## config.mk

```make
export PLATFORM = sky130hd
export DESIGN_NAME = lru_page_fault_tracker
export DESIGN_NICKNAME = d
export VERILOG_FILES = /design/src/design/lpft_pkg.sv /design/src/design/lpft_cell.sv /design/src/design/lru_page_fault_tracker.sv
export VERILOG_INCLUDE_DIRS = /design/src /design/src/design
export SDC_FILE = /design/constraint.sdc
export NUM_CORES = 1
export LEC_CHECK = 0
export ABC_AREA = 1
export BUFFER_PORTS_ARGS = -buffer_cell sky130_fd_sc_hd__buf_2
export CAP_MARGIN = 40
export CORE_ASPECT_RATIO = 1.1
export CORE_MARGIN = 2
export CORE_UTILIZATION = 38
export DETAILED_ROUTE_END_ITERATION = 8
export RECOVER_POWER = 100
export SLEW_MARGIN = 10
export SYNTH_ARGS = -nofsm -noshare
export SYNTH_HDL_FRONTEND = slang
export SYNTH_HIERARCHICAL = 1
export SYNTH_SLANG_ARGS = --single-unit
```

## constraint.sdc

```tcl
create_clock -name clk -period 10.02 [get_ports clk]
set_clock_uncertainty 0.05 [all_clocks]
set_input_delay 2.004 -clock clk [delete_from_list [all_inputs] [get_ports clk]]
set_output_delay 2.004 -clock clk [all_outputs]
set_load 0.01 [all_outputs]
```

## src/design/lru_page_fault_tracker_assert.svh

```systemverilog
// Assertion macros for the LRU page fault tracker.
// Used by the top level only; defining ASSERT_OFF compiles them away.
`ifndef LRU_PAGE_FAULT_TRACKER_ASSERT_SVH
`define LRU_PAGE_FAULT_TRACKER_ASSERT_SVH

`ifndef ASSERT_OFF

// Same-cycle implication, checked outside reset.
`define LPFT_ASSERT_IMPL(label, clk, rst_n, ante, cons) \
  label: assert property (@(posedge clk) disable iff (!rst_n) (ante) |-> (cons)) \
    else $error("lpft assertion failed");

// Next-cycle implication, checked outside reset.
`define LPFT_ASSERT_NEXT(label, clk, rst_n, ante, cons) \
  label: assert property (@(posedge clk) disable iff (!rst_n) (ante) |=> (cons)) \
    else $error("lpft assertion failed");

`else

`define LPFT_ASSERT_IMPL(label, clk, rst_n, ante, cons)
`define LPFT_ASSERT_NEXT(label, clk, rst_n, ante, cons)

`endif

`endif

```

## src/design/lpft_pkg.sv

```systemverilog
// Shared constants and types for the LRU page fault tracker.
// No dependencies.
`timescale 1ns / 1ps
`default_nettype none

package lpft_pkg;

  localparam int FRAME_DEPTH_DEF = 16;
  localparam int PAGE_WIDTH_DEF  = 16;

  // Fixed port widths
  localparam int PAGE_NUM_W = 16;
  localparam int CAP_W      = 5;
  localparam int FAULT_W    = 32;

  localparam logic [CAP_W-1:0]   CAP_RST   = 5'd16;
  localparam logic [FAULT_W-1:0] FAULT_MAX = 32'hFFFF_FFFF;

  // Per-cell control from the top level
  typedef struct packed {
    logic load;   // a reference is transferred this cycle
    logic valid;  // cell holds a resident page for this reference
  } lpft_cell_ctl_t;

endpackage

`default_nettype wire

```

## src/design/lpft_cell.sv

```systemverilog
// One frame of the recency stack: holds a page, compares it against the
// reference and takes its upstream neighbor's page on a shift. Uses lpft_pkg.
`timescale 1ns / 1ps
`default_nettype none

module lpft_cell #(
  parameter int PAGE_WIDTH = lpft_pkg::PAGE_WIDTH_DEF
) (
  input  wire                         clk,
  input  wire lpft_pkg::lpft_cell_ctl_t ctl,
  input  wire  [PAGE_WIDTH-1:0]       ref_page,
  input  wire  [PAGE_WIDTH-1:0]       prev_page,
  input  wire                         found_in,
  output logic [PAGE_WIDTH-1:0]       page_q,
  output logic                        found_out
);

  logic [PAGE_WIDTH-1:0] page_r;
  logic [PAGE_WIDTH-1:0] page_nxt;
  logic                  match;

  // Compare the resident page against the reference
  assign match     = ctl.valid && (page_r == ref_page);
  assign found_out = found_in || match;

  // Shift from the more recent neighbor up to and including the hit frame
  always_comb begin
    page_nxt = page_r;
    if (ctl.load && !found_in) begin
      page_nxt = prev_page;
    end
  end

  always_ff @(posedge clk) begin
    page_r <= page_nxt;
  end

  assign page_q = page_r;

endmodule

`default_nettype wire

```

## src/design/lru_page_fault_tracker.sv

```systemverilog
// LRU page fault tracker: a chain of frame cells, most recent first.
// The result strobe follows start in the next cycle; one reference is taken
// per cycle, set by the compare-and-shift pass through the cell chain.
// busy stays low; results cannot be stalled. Synchronous active-low reset
// empties the set, clears the fault count and sets capacity to 16; no
// clearing pass. Uses lpft_pkg, lpft_cell and the assertion header.
`timescale 1ns / 1ps
`default_nettype none

`include "lru_page_fault_tracker_assert.svh"

module lru_page_fault_tracker #(
  parameter int FRAME_DEPTH = lpft_pkg::FRAME_DEPTH_DEF,
  parameter int PAGE_WIDTH  = lpft_pkg::PAGE_WIDTH_DEF
) (
  input  wire                              clk,
  input  wire                              rst_n,
  input  wire                              start,
  output logic                             busy,
  input  wire  [lpft_pkg::PAGE_NUM_W-1:0]  in_page_number,
  input  wire                              in_restart,
  output logic                             out_valid,
  output logic                             out_hit,
  output logic [lpft_pkg::FAULT_W-1:0]     out_fault_count,
  input  wire                              cfg_we,
  input  wire  [lpft_pkg::CAP_W-1:0]       cfg_wdata
);

  localparam int IW  = lpft_pkg::PAGE_NUM_W;
  localparam int CW  = $clog2(FRAME_DEPTH + 1);
  localparam int CXW = (CW > lpft_pkg::CAP_W) ? CW : lpft_pkg::CAP_W;

  logic [lpft_pkg::CAP_W-1:0]   cap_r;
  logic [CW-1:0]                count_r, count_nxt;
  logic [lpft_pkg::FAULT_W-1:0] fault_r, fault_nxt;
  logic                         valid_r;
  logic                         hit_r;

  logic                  accept;
  logic [PAGE_WIDTH-1:0] ref_page;
  logic [CXW-1:0]        cap_x, cap_eff, base_x, keep_x;
  logic [CW-1:0]         base;
  logic [lpft_pkg::FAULT_W-1:0] fault_base;
  logic                  hit_w;

  logic [PAGE_WIDTH-1:0] page_q [FRAME_DEPTH];
  logic                  found  [FRAME_DEPTH+1];

  assign busy   = 1'b0;
  assign accept = start && !busy;

  // Keep the low page bits, zero-extend if the stack is wider
  generate
    if (PAGE_WIDTH <= IW) begin : g_page_trunc
      assign ref_page = in_page_number[PAGE_WIDTH-1:0];
    end else begin : g_page_ext
      assign ref_page = {{(PAGE_WIDTH-IW){1'b0}}, in_page_number};
    end
  endgenerate

  // Cell chain, most recent at index zero
  assign found[0] = 1'b0;
  generate
    for (genvar i = 0; i < FRAME_DEPTH; i++) begin : g_cell
      lpft_pkg::lpft_cell_ctl_t ctl;
      logic [PAGE_WIDTH-1:0]    prev;
      always_comb begin
        ctl.load  = accept;
        ctl.valid = !in_restart && (count_r > CW'(i));
      end
      if (i == 0) begin : g_head
        assign prev = ref_page;
      end else begin : g_link
        assign prev = page_q[i-1];
      end
      lpft_cell #(.PAGE_WIDTH(PAGE_WIDTH)) u_cell (
        .clk       (clk),
        .ctl       (ctl),
        .ref_page  (ref_page),
        .prev_page (prev),
        .found_in  (found[i]),
        .page_q    (page_q[i]),
        .found_out (found[i+1])
      );
    end
  endgenerate

  assign hit_w = found[FRAME_DEPTH];

  // Clamp capacity to one through the built depth
  always_comb begin
    cap_x = CXW'(cap_r);
    if (cap_x == '0) begin
      cap_eff = CXW'(1);
    end else if (cap_x > CXW'(FRAME_DEPTH)) begin
      cap_eff = CXW'(FRAME_DEPTH);
    end else begin
      cap_eff = cap_x;
    end
  end

  // Next occupancy and fault count; eviction is truncation at the LRU end
  always_comb begin
    base       = in_restart ? '0 : count_r;
    fault_base = in_restart ? '0 : fault_r;
    base_x     = CXW'(base);
    keep_x     = (base_x >= cap_eff) ? (cap_eff - CXW'(1)) : base_x;
    count_nxt  = count_r;
    fault_nxt  = fault_r;
    if (accept) begin
      if (hit_w) begin
        count_nxt = base;
        fault_nxt = fault_base;
      end else begin
        count_nxt = CW'(keep_x + CXW'(1));
        fault_nxt = (fault_base == lpft_pkg::FAULT_MAX) ? fault_base
                                                        : fault_base + 1'b1;
      end
    end
  end

  // Hold state, advance on each transfer
  always_ff @(posedge clk) begin
    if (!rst_n) begin
      cap_r   <= lpft_pkg::CAP_RST;
      count_r <= '0;
      fault_r <= '0;
      valid_r <= 1'b0;
    end else begin
      if (cfg_we) begin
        cap_r <= cfg_wdata;
      end
      count_r <= count_nxt;
      fault_r <= fault_nxt;
      valid_r <= accept;
    end
  end

  always_ff @(posedge clk) begin
    if (accept) begin
      hit_r <= hit_w;
    end
  end

  assign out_valid       = valid_r;
  assign out_hit         = hit_r;
  assign out_fault_count = fault_r;

  // Checks
  `LPFT_ASSERT_NEXT(a_strobe, clk, rst_n, accept, out_valid)
  `LPFT_ASSERT_IMPL(a_count_max, clk, rst_n, 1'b1, count_r <= CW'(FRAME_DEPTH))
  `LPFT_ASSERT_NEXT(a_restart_fault, clk, rst_n, accept && in_restart, out_fault_count == 32'd1)
  `LPFT_ASSERT_NEXT(a_hit_keeps, clk, rst_n, accept && !in_restart && hit_w, count_r == $past(count_r))

endmodule

`default_nettype wire
```

# Word-level counts from Yosys, hierarchy flattened
# Cells that the tools add are included.
# classes
add_sub_neg,3
n_lt_le_gt_ge,18
eq_ne,17
mux,8
n_reduce_logical,79
# op_table
operator,n
$eq A16 B16 Y1,16
$mux W32,3
$logic_and A1 B1 Y1,47
$gt A5 B4 Y1 const B,8
$add A32 B1 Y32 const B,1
$eq A32 B32 Y1 const B,1
$mux W5,5
$gt A5 B3 Y1 const B,4
$logic_not A1 Y1,16
$logic_or A1 B1 Y1,15
$gt A5 B1 Y1 const B,2
$gt A5 B2 Y1 const B,2
$add A5 B1 Y5 const B,1
$ge A5 B5 Y1,1
$gt A5 B5 Y1 const B,1
$logic_not A5 Y1,1
$sub A5 B1 Y5 const B,1
# word_totals
ff_bits,300
in_bits,26
out_inout_bits,35

# Logic depth before layout (Yosys ltp)
# Gate-level depths: netlist of the first run.
# depth
ltp_word,19
mapped_depth,47
mapped_depth_nobuf,45

# Hierarchy
# The synthesis of the first run kept the hierarchy.
# by_module_without_submodules
mod,instances,cells_each,area_each_um2,seq_area_each_um2
lpft_cell,16,88,784.5,480.5
lru_page_fault_tracker,1,617,3678.5,890.9

# Least setup slack after synthesis of the first run
# Ideal clock, no wire load.
# synth_timing
path_type,input to register
from,input in_restart
to,"register fault_r, in the netlist out_fault_count[14]"
setup_ns,0.118
t_arrival_ns,5.657
t_required_ns,9.852
slack_ns,4.195
cell_stages,46
path_buffers,4
path_cell_list,buf_6 > buf_2 > buf_1 > nor2_1 > nor2_1 > nand2_1 > a21boi_0 > nand3_1 > nor2_1 > nand2_1 > nand2_1 > inv_1 > nand2_1 > inv_1 > nand2_1 > inv_1 > nand2_1 > inv_1 > (+10 left out) > nand2_1 > inv_1 > nand2_1 > inv_1 > nand2_1 > inv_1 > nand2_1 > inv_1 > nand2_1 > inv_1 > nand2_1 > clkbuf_1 > nor2_1 > nand2_4 > nor2_4 > nand2_2 > o21ai_1 > a21oi_2
# synth_lines
item,line,source
from (decl),lru_page_fault_tracker.sv:21,"input wire in_restart,"
to (signal assigned),lru_page_fault_tracker.sv:134,fault_r <= fault_nxt;
to (decl),lru_page_fault_tracker.sv:35,"logic [lpft_pkg::FAULT_W-1:0] fault_r, fault_nxt;"

==> flow_summary.yaml, run 1 <==
run_status:
  status: "complete, but fails checks"
  failed_checks: "capacitance limit, slew limit"
sta:
  slew_violations: 100
  rsz0062_at_grt: "no"
  finalCritPeriodShare_pct: 79.41
  period_minus_slack_ns: 7.957
  setup_tns_ns: 0
  tightest_slew_ns: 1.814
  relSlewSlack_pct: -20.91
  fmax_mhz: 125.7
  final_hold_viol_count: 0
  whs_ns: 0.3944
  setup_violations: 0
critical_path:
  cp-start-kind: "input pin"
  worstSetupPathType: "in2reg"
  rrSetupSlack_ns: 5.32
  crit_path_frequent_cell: "nand2_1"
  cp-end-kind: "flop"
  path_buf_inv: 19
  cp.arrival_ns: 8.31
  cp-startpoint: "in_restart"
  required_ns: 10.37
  critPathMaxFanout: 29
  slowest_delay_ns: 1.14
  r2r-start: "count_r[4]"
  critPathTopFamily: "buffers and inverters"
  critical-path-slowest-cell: "clkbuf_1"
  reg2reg_depth: 44
  r2r_end: "out_fault_count[28]"
placement:
  placed_area_um2: 17280
  place.gp.congestion: 0.8659
  portBuffers: 59
  dpl.hpwl_um: 26350
pwr:
  ir_drop_mv: 0.1282
  p_per_area_nw_per_um2: 157.6
  p_leak_nw: 8.174
  p_total_mw: 2.865
hold_path:
  hold_class: "reg2reg"
  hold_start: "g_cell[8].u_cell/page_q[11]"
  hold_depth: 0
  min_to: "g_cell[9].u_cell/page_q[11]"
synthesis:
  async_flop_share_pct: 0
  yosysWarnings: 6
  synth-edff-count: 257
  synth.top_cell.area_share_pct: 47.55
  syn_avg_cell_area_um2: 8.015
  synth_area_um2: 16230
  ys.flop_type: "edfxtp_1"
  synth_seq_cells: 300
  synth.yosys.seq_area_share_pct: 52.85
  yosys-top-cells-area: "edfxtp_1 48%, nand2_1 14%, inv_1 8.9%"
  yosysUniqueCellTypes: 39
  yosysTopAreaCell: "edfxtp_1"
  syn_inst: 2025
route:
  drt_iter0_drc: 748
  wl_per_cell_um: 13.00
  viasPerCell: 4.529
  antenna_left: 0
  vias: 12280
  drt_wl_total_um: 35260
  drc: 0
  first_pass_iters: 5
cells_and_area:
  drive_above_1_share_pct: 7.509
  mostFrequentLayoutCell: "nand2_1"
  fin_util_pct: 43.08
  layout_common_cells: "598 x nand2_1, 386 x inv_1, 287 x nor2_1"
  fin_area_um2: 18180
  nNetsFinal: 2156
  area_growth_pct: 12.03
  n_antenna_cell: 0
floorplan:
  ios: 61
  core_area_um2: 42210
  start_util_pct: 38.45
  fp.dieH_um: 220.8
  fp.dieArea_um2: 44380
  num_rows: 79
  fp.dieW_um: 201.1
clock_network:
  cts_resized: 0
  clockBufferDepth: 3
  cts.htree.levels: 2
  cts.clk_slew.worst_paths_ns: 0.06
  root_buffer: "clkbuf_16"
  cts_made_buffers: 35
  cts_hold_buf: 0
  cts.sinks: 300
  post-cts-setup-buffers: 0
  insertion_delay_ns: 0.53
  cts_tree: "yes"
grt:
  grt_pass1_vias: 11950
  grt_usage_pct: 16.15
  grt_pass1_wl_um: 57950
  gr-total-overflow: 0
  grt_max_degree: 36
  antenna_found_initial: 1
flow_run:
  drv_cap: 3
## cells by family (layout without fill, tap and decap cells)
group,Yosys count,in the layout,synth area share [%]
DFF,300,300,52.85
buffers and inverters,445,562,10.56
xor gates and xnor gates,68,68,3.669
and+or+nand+nor,1058,1058,27.28
other,1,3,0.02310
adders and majority gates,8,8,0.6167
AOI/OAI and AO/OA,145,145,4.995
## power breakdown
group | switching [mW] | internal (mW)
logic | 0.168 | 0.0817
registers | 0.0288 | 1.41
clock network | 0.501 | 0.679
total | 0.699 | 2.17
## synthesized netlist by cell type, types with 20 or more instances
cell	count
o21ai_1	57
nor2_1	285
inv_2	41
nand2_1	598
xor2_1	20
a21oi_1	32
nor2_2	22
xnor2_1	48
edfxtp_1	257
nand3_1	83
o21ai_0	25
inv_1	384
dfxtp_1	43
## worst max-delay path by stage
stage	to	slack [ns]	cells after the start
detailed placement	out_fault_count[28]	2.89	46
finish	out_fault_count[28]	2.06	46
global placement	out_fault_count[14]	3.02	46
floorplan	out_fault_count[14]	4.19	46
CTS	out_fault_count[28]	3.43	46
global route	out_fault_count[28]	1.39	46
## flip-flops by register name, indices dropped and copies added (netlist names)
register and flops:
out_hit 1, g_cell.u_cell/page_q 256, count_r 5, out_fault_count 32
out_valid 1, cap_r 5
## final cells by class
cell class / instances / area, um2
well taps: 567 / 709.4
fillers: 4161 / 24020
multi-input cells: 1282 / 5927
clock buffers: 46 / 968.4
repair buffers: 77 / 324.1
inverters: 426 / 1600
clock inverters: 13 / 76.32
flip-flops and latches: 300 / 8578
## metal layers
metal | GRT usage [%] | vias to the layer above | share of wire (%)
met5 | 0 | - | 0
met4 | 4.444 | 0 | 1.8
met3 | 2.194 | 48 | 3.5
met2 | 30.43 | 174 | 52
met1 | 19.31 | 5602 | 43
li1 | - | 6454 | -
## worst reg2reg max path, delay by kind of cell (launching register included)
kind	cells	cell delay [ns]
AOI/OAI and AO/OA	3	0.37
buffers and inverters	16	1.16
DFF	1	0.37
and+or+nand+nor	25	2.66
## stage by stage
step,worst slack [ns],std cells
floorplan,4.195,2027
global placement,3.018,2651
detailed placement,2.893,2652
CTS,3.429,2711
global route,1.386,2711
finish,2.063,2711
Note: power is estimated with default switching activity, not from simulation.
==> run 2, diff against run 1 <==
ABC_AREA = 0   (was 1)
clock period = 7.1 ns   (was 10.02 ns; I/O delays follow)
==> run 2 against run 1 <==
The run still ends with capacitance limit, slew limit left. Flip-flop and latch count stayed put. First-iteration DRC count is 61% lower. Area after synthesis is 17% lower. Worst setup slack worse by 1.4 ns. Worst hold slack better by 0.020 ns. Global-route usage is 2.8 points lower. Sequential share of layout area is 7.8 points higher. Cell area is 14% lower. Total power is 43% higher. Critical path type unchanged.
==> flow_summary.yaml, run 2 <==
placement:
  placed_cells: 1503
  place.gp.congestion: 0.7624
  dpl.hpwl_um: 18160
  portBuffers: 59
clock_network:
  cts.sinks: 300
  cts_tree: "yes"
  insertion_delay_ns: 0.56
  cts_made_buffers: 30
  post-cts-setup-buffers: 0
  cts.htree.levels: 1
  cts_hold_buf: 0
  cts_resized: 0
  clockBufferDepth: 3
  cts.clk_slew.worst_paths_ns: 0.06
  root_buffer: "clkbuf_16"
synthesis:
  yosys-top-cells-area: "edfxtp_1 57%, xnor2_1 13%, dfxtp_1 6.4%"
  synth_xor_area_share_pct: 18.30
  synth.top_cell.area_share_pct: 57.17
  synth_seq_cells: 300
  yosys.area_share.simple_pct: 12.18
  synth_area_um2: 13500
  synth_common_cells: "257 x edfxtp_1, 201 x xnor2_1, 81 x xor2_1"
  yosysTopAreaCell: "edfxtp_1"
  synth.most_common_cell: "edfxtp_1"
  synth_compound_area_share_pct: 3.652
  synth_adder_area_share_pct: 0.7415
  async_flop_share_pct: 0
  synth_top_family_by_area: "XOR/XNOR gates"
  synth.yosys.seq_area_share_pct: 63.55
  yosysUniqueCellTypes: 57
  syn_inst: 976
  syn_avg_cell_area_um2: 13.83
  yosys-mux-area-fraction_pct: 0.5932
  synth-edff-count: 257
  yosysWarnings: 6
  ys.flop_type: "edfxtp_1"
sta:
  relSlewSlack_pct: -15.62
  slew_violations: 47
  final_hold_viol_count: 0
  setup_violations: 0
  fmax_mhz: 154.6
  finalCritPeriodShare_pct: 91.09
  setup_tns_ns: 0
  period_minus_slack_ns: 6.468
  tightest_slew_ns: 1.734
  rsz0062_at_grt: "no"
route:
  first_pass_iters: 4
  vias: 7659
  drt_wl_total_um: 24550
  antenna_left: 0
  drt_iter0_drc: 289
  wl_per_cell_um: 15.75
  viasPerCell: 4.913
  drc: 0
pwr:
  p_int_mw: 3.235
  p_per_area_nw_per_um2: 262.9
  p_clk_share_pct: 44.3
  ir_drop_mv: 0.1948
  switchingPower_mw: 0.8643
  p_sw_share_pct: 21.09
  p_leak_nw: 5.099
  combinationalPowerShare_pct: 6.5
  power_frac_seq_pct: 49.3
cells_and_area:
  drive_above_1_share_pct: 10.04
  n_antenna_cell: 0
  multi_input_area_um2: 4773
  final_cells: 1559
  layout_common_cells: "257 x edfxtp_1, 201 x xnor2_1, 81 x xor2_1"
  seq_area_um2: 8578
  mostFrequentLayoutCell: "edfxtp_1"
  nFillCells: 3211
  largest_reg_flops: 256
  nNetsFinal: 1125
  area_growth_pct: 15.49
run_status:
  failed_checks: "capacitance limit, slew limit"
  status: "complete, but fails checks"
hold_path:
  hold_class: "reg2reg"
  hold_start: "g_cell[10].u_cell/page_q[1]"
floorplan:
  fp.dieH_um: 201.7
  ios: 61
  fp.dieW_um: 183.7
  num_rows: 72
  fp.dieArea_um2: 37050
  core_area_um2: 35130
  start_util_pct: 38.42
critical_path:
  required_ns: 7.49
  cp.arrival_ns: 6.86
  worstSetupPathType: "in2reg"
  cp-startpoint: "in_page_number[5]"
  rrSetupSlack_ns: 1.12
  r2r-start: "count_r[3]"
  cp-start-kind: "input pin"
  critPathMaxFanout: 6
  cp-end-kind: "flop"
grt:
  grt_usage_pct: 13.38
  gr-total-overflow: 0
  antenna_found_initial: 0
  grt_pass1_vias: 7914
  grt_max_degree: 47
  grt_pass1_wl_um: 39960
flow_run:
  drv_cap: 1
## run 2: cell types whose count changed in the layout (fill, tap and decap cells not counted), sizes merged, moves of 22 or more
cell	previous run	this run
buf	8	46
clkbuf	115	86
nor2b	0	26
nor4	0	22
nor2	314	16
xnor2	48	201
a21oi	39	15
o21ai	82	14
and2	1	26
nand2	611	57
xor2	20	81
nand4	13	52
nand3	98	25
inv	426	10
## run 2: cells by family after synthesis
family | Yosys count
flops | 300
xor+xnor | 282
simple gates | 282
compound gates | 66
buf+inv | 29
fa+ha+maj | 8
mux | 8
other cells | 1
## run 2: final timing paths
check                           cells after the start                          end
worst min-delay path                                0  g_cell[11].u_cell/page_q[1]
worst max register to register                     24          out_fault_count[30]
worst min register to register                      0  g_cell[11].u_cell/page_q[1]
worst max-delay path                               26          out_fault_count[30]
## run 2: routing by layer
metal  routed length [um]  track usage (%)  share of wire [%]
met2                13100            24.92                 53
met3                  721            1.792                2.9
met4                  552            4.000                2.2
met1                10170            15.90                 41
met5                    0                0                  0
## run 2: power groups by stage
stage	logic (mW)	clock network [mW]	registers, mW
CTS	0.277	1.87	2.02
global placement	0.272	0	2.05
global route	0.297	1.93	2.03
finish	0.266	1.81	2.02
detailed placement	0.276	0	2.06
floorplan	0.178	0	2.05
## run 2: layout make-up
| cell class | count | share of cell area (%) |
|---|---|---|
| inverter | 9 | 0.2167 |
| multi-input combinational | 649 | 30.62 |
| timing repair buffer | 101 | 3.186 |
| tap | 444 | 3.563 |
| sequential | 300 | 55.02 |
| clock inverter | 25 | 2.552 |
| clock buffer | 31 | 4.839 |
## run 2: critical path, cell delays in order
cell and delay [ns]:
clkbuf_1 0.11, xnor2_1 0.14, nand4_1 0.15, nor3_1 0.09, a41o_1 0.26, a41o_1 0.22, a41o_1 0.22, a41o_1 0.22
a41o_1 0.22, a41o_1 0.22, a41o_1 0.22, a41o_1 0.22, a41o_1 0.22, a41o_1 0.22, a41o_1 0.22, a41o_1 0.22
a41o_1 0.22, a41o_1 0.22, a41o_1 0.22, a41o_1 0.23, nand2b_1 0.30, nor4_4 0.38, o211a_1 0.28, nand3_1 0.12
xor2_1 0.16, and2_0 0.15
## run 2: per-stage QoR
step | area, um2 | power, mW | setup slack [ns] | util, % | hold slack, ns
6_report | 15590 | 4.099 | 0.6323 | 44.37 | 0.4142
3_3_place_gp | 14580 | 2.324 | 0.09000 | 41.49 | 0.3988
2_1_floorplan | 13510 | 2.224 | 0.08878 | - | 0.3973
3_5_place_dp | 14580 | 2.332 | 0.06445 | 41.49 | 0.4046
5_1_grt | 15590 | 4.250 | 0.1634 | 44.37 | 0.4109
4_1_cts | 15730 | 4.160 | 0.6346 | 44.77 | 0.4095
==> run 3, diff against run 2 <==
CORE_ASPECT_RATIO = 1.75   (was 1.1)
==> run 3 against run 2 <==
The run still ends with capacitance limit, slew limit left. Via count rose by 0.84%. Worst setup slack worse by 0.015 ns. Fmax down 0.24%. Register-to-register slack better by 0.02 ns. Wire length is 7.4% higher. Critical path depth is the same. Flip-flop and latch count is the same. Sequential power about the same. Count of clock-buffer cells in the layout increased by 2. Global-route usage grew 0.73 points. Core utilization shrank 0.63 points. Highest routed layer unchanged. Total power is 6.9% lower.
==> flow_summary.yaml, run 3 (synthesized netlist as in run 2, its figures left out) <==
cells_and_area:
  fin_area_um2: 15390
  n_antenna_cell: 0
  layout_common_cells: "257 x edfxtp_1, 201 x xnor2_1, 81 x xor2_1"
  drive_above_1_share_pct: 9.459
  nNetsFinal: 1123
  mostFrequentLayoutCell: "edfxtp_1"
  largest_reg_flops: 256
  nFillCells: 3217
  area_growth_pct: 14.00
  final_cells: 1575
critical_path:
  required_ns: 7.48
  worstSetupPathType: "in2reg"
  critical-path-slowest-cell: "nor4_1"
  slowest_delay_ns: 0.43
  cp-end-kind: "flop"
  cp-start-kind: "input pin"
  critPathMaxFanout: 5
  cp.arrival_ns: 6.87
  path_buf_inv: 1
  crit_path_frequent_cell: "a41o_1"
  critPathTopFamily: "compound AO/OA/AOI/OAI gates"
  cp-startpoint: "in_page_number[4]"
  r2r-start: "g_cell[0].u_cell/page_q[9]"
placement:
  placed_cells: 1525
  place.gp.congestion: 0.7796
  placed_area_um2: 14610
  portBuffers: 59
  dpl.hpwl_um: 20060
pwr:
  ir_drop_mv: 0.2233
  p_clk_share_pct: 40.1
  power_frac_seq_pct: 52.9
  p_sw_share_pct: 22.44
  switchingPower_mw: 0.8561
  combinationalPowerShare_pct: 7.0
  p_leak_nw: 4.994
  p_per_area_nw_per_um2: 248.0
  p_int_mw: 2.960
clock_network:
  cts_hold_buf: 0
  clockBufferDepth: 3
  cts.htree.levels: 1
  cts.clk_slew.worst_paths_ns: 0.07
  root_buffer: "clkbuf_16"
  cts.sinks: 300
  cts_tree: "yes"
  cts_resized: 0
  post-cts-setup-buffers: 0
  cts_made_buffers: 27
  insertion_delay_ns: 0.57
grt:
  grt_usage_pct: 14.11
  gr-total-overflow: 0
  antenna_found_initial: 0
  grt_pass1_vias: 8179
  grt_max_degree: 47
  grt_pass1_wl_um: 41760
floorplan:
  ios: 61
  start_util_pct: 38.37
  fp.dieW_um: 146.5
  num_rows: 91
  fp.dieH_um: 253.3
  fp.dieArea_um2: 37110
  core_area_um2: 35180
sta:
  finalCritPeriodShare_pct: 91.31
  tightest_slew_ns: 1.775
  fmax_mhz: 154.2
  period_minus_slack_ns: 6.483
  final_hold_viol_count: 0
  setup_tns_ns: 0
  slew_violations: 47
  setup_violations: 0
  relSlewSlack_pct: -18.32
  rsz0062_at_grt: "no"
route:
  vias: 7723
  antenna_left: 0
  drt_wl_total_um: 26370
  wl_per_cell_um: 16.74
  drc: 0
  viasPerCell: 4.903
  first_pass_iters: 5
  drt_iter0_drc: 327
flow_run:
  drv_cap: 1
hold_path:
  hold_class: "reg2reg"
  hold_start: "g_cell[6].u_cell/page_q[13]"
run_status:
  failed_checks: "capacitance limit, slew limit"
  status: "complete, but fails checks"
[run 3: cell count changes in the layout (fill, tap and decap cells not counted), sizes merged]
| cell | previous run | this run |
|---|---|---|
| clkinvlp | 5 | 3 |
| buf | 46 | 45 |
| clkinv | 9 | 8 |
| bufinv | 10 | 3 |
| clkbuf | 86 | 90 |
| inv | 10 | 12 |
[run 3: area by class of cell]
| class | count | area, um2 | area share (%) |
|---|---|---|---|
| well taps | 465 | 581.8 | 3.781 |
| inverters | 9 | 33.78 | 0.2195 |
| multi-input cells | 649 | 4758 | 30.92 |
| repair buffers | 102 | 496.7 | 3.228 |
| flip-flops and latches | 300 | 8578 | 55.74 |
| clock inverters | 17 | 200.2 | 1.301 |
| clock buffers | 33 | 739.5 | 4.805 |
[run 3: power groups by stage]
stage          Sequential [mW]  Combinational, mW  Clock, mW
2_1_floorplan             2.05              0.178          0
3_3_place_gp              2.05              0.276          0
3_5_place_dp              2.06              0.279          0
4_1_cts                   2.02              0.281       1.57
5_1_grt                   2.03              0.296       1.63
6_report                  2.02              0.267       1.53
[run 3: final timing paths]
| check | to | slack (ns) | depth (start not counted) |
|---|---|---|---|
| min reg2reg | g_cell[7].u_cell/page_q[13] | 0.42 | 0 |
| max reg2reg | out_fault_count[30] | 1.14 | 25 |
| min | g_cell[7].u_cell/page_q[13] | 0.42 | 0 |
| max | out_fault_count[30] | 0.62 | 26 |
[run 3: metal layers]
| metal | global-route usage (%) | share of wire (%) | vias to the layer above |
|---|---|---|---|
| met4 | 4.438 | 2.0 | 0 |
| met2 | 30.67 | 61 | 77 |
| li1 | - | - | 3796 |
| met1 | 13.09 | 35 | 3818 |
| met3 | 1.694 | 2.2 | 32 |
| met5 | 0 | 0 | - |
[run 3: through the flow]
| stage | setup WS, ns | total power [mW] | hold WS (ns) | utilization, % |
|---|---|---|---|---|
| after floorplan | 0.08878 | 2.224 | 0.3973 | - |
| after detailed placement | 0.08343 | 2.338 | 0.4053 | 41.53 |
| after global routing | 0.2015 | 3.956 | 0.4207 | 43.74 |
| after global placement | 0.1623 | 2.330 | 0.4009 | 41.53 |
| after CTS | 0.6275 | 3.872 | 0.4191 | 44.21 |
| final | 0.6170 | 3.816 | 0.4159 | 43.74 |
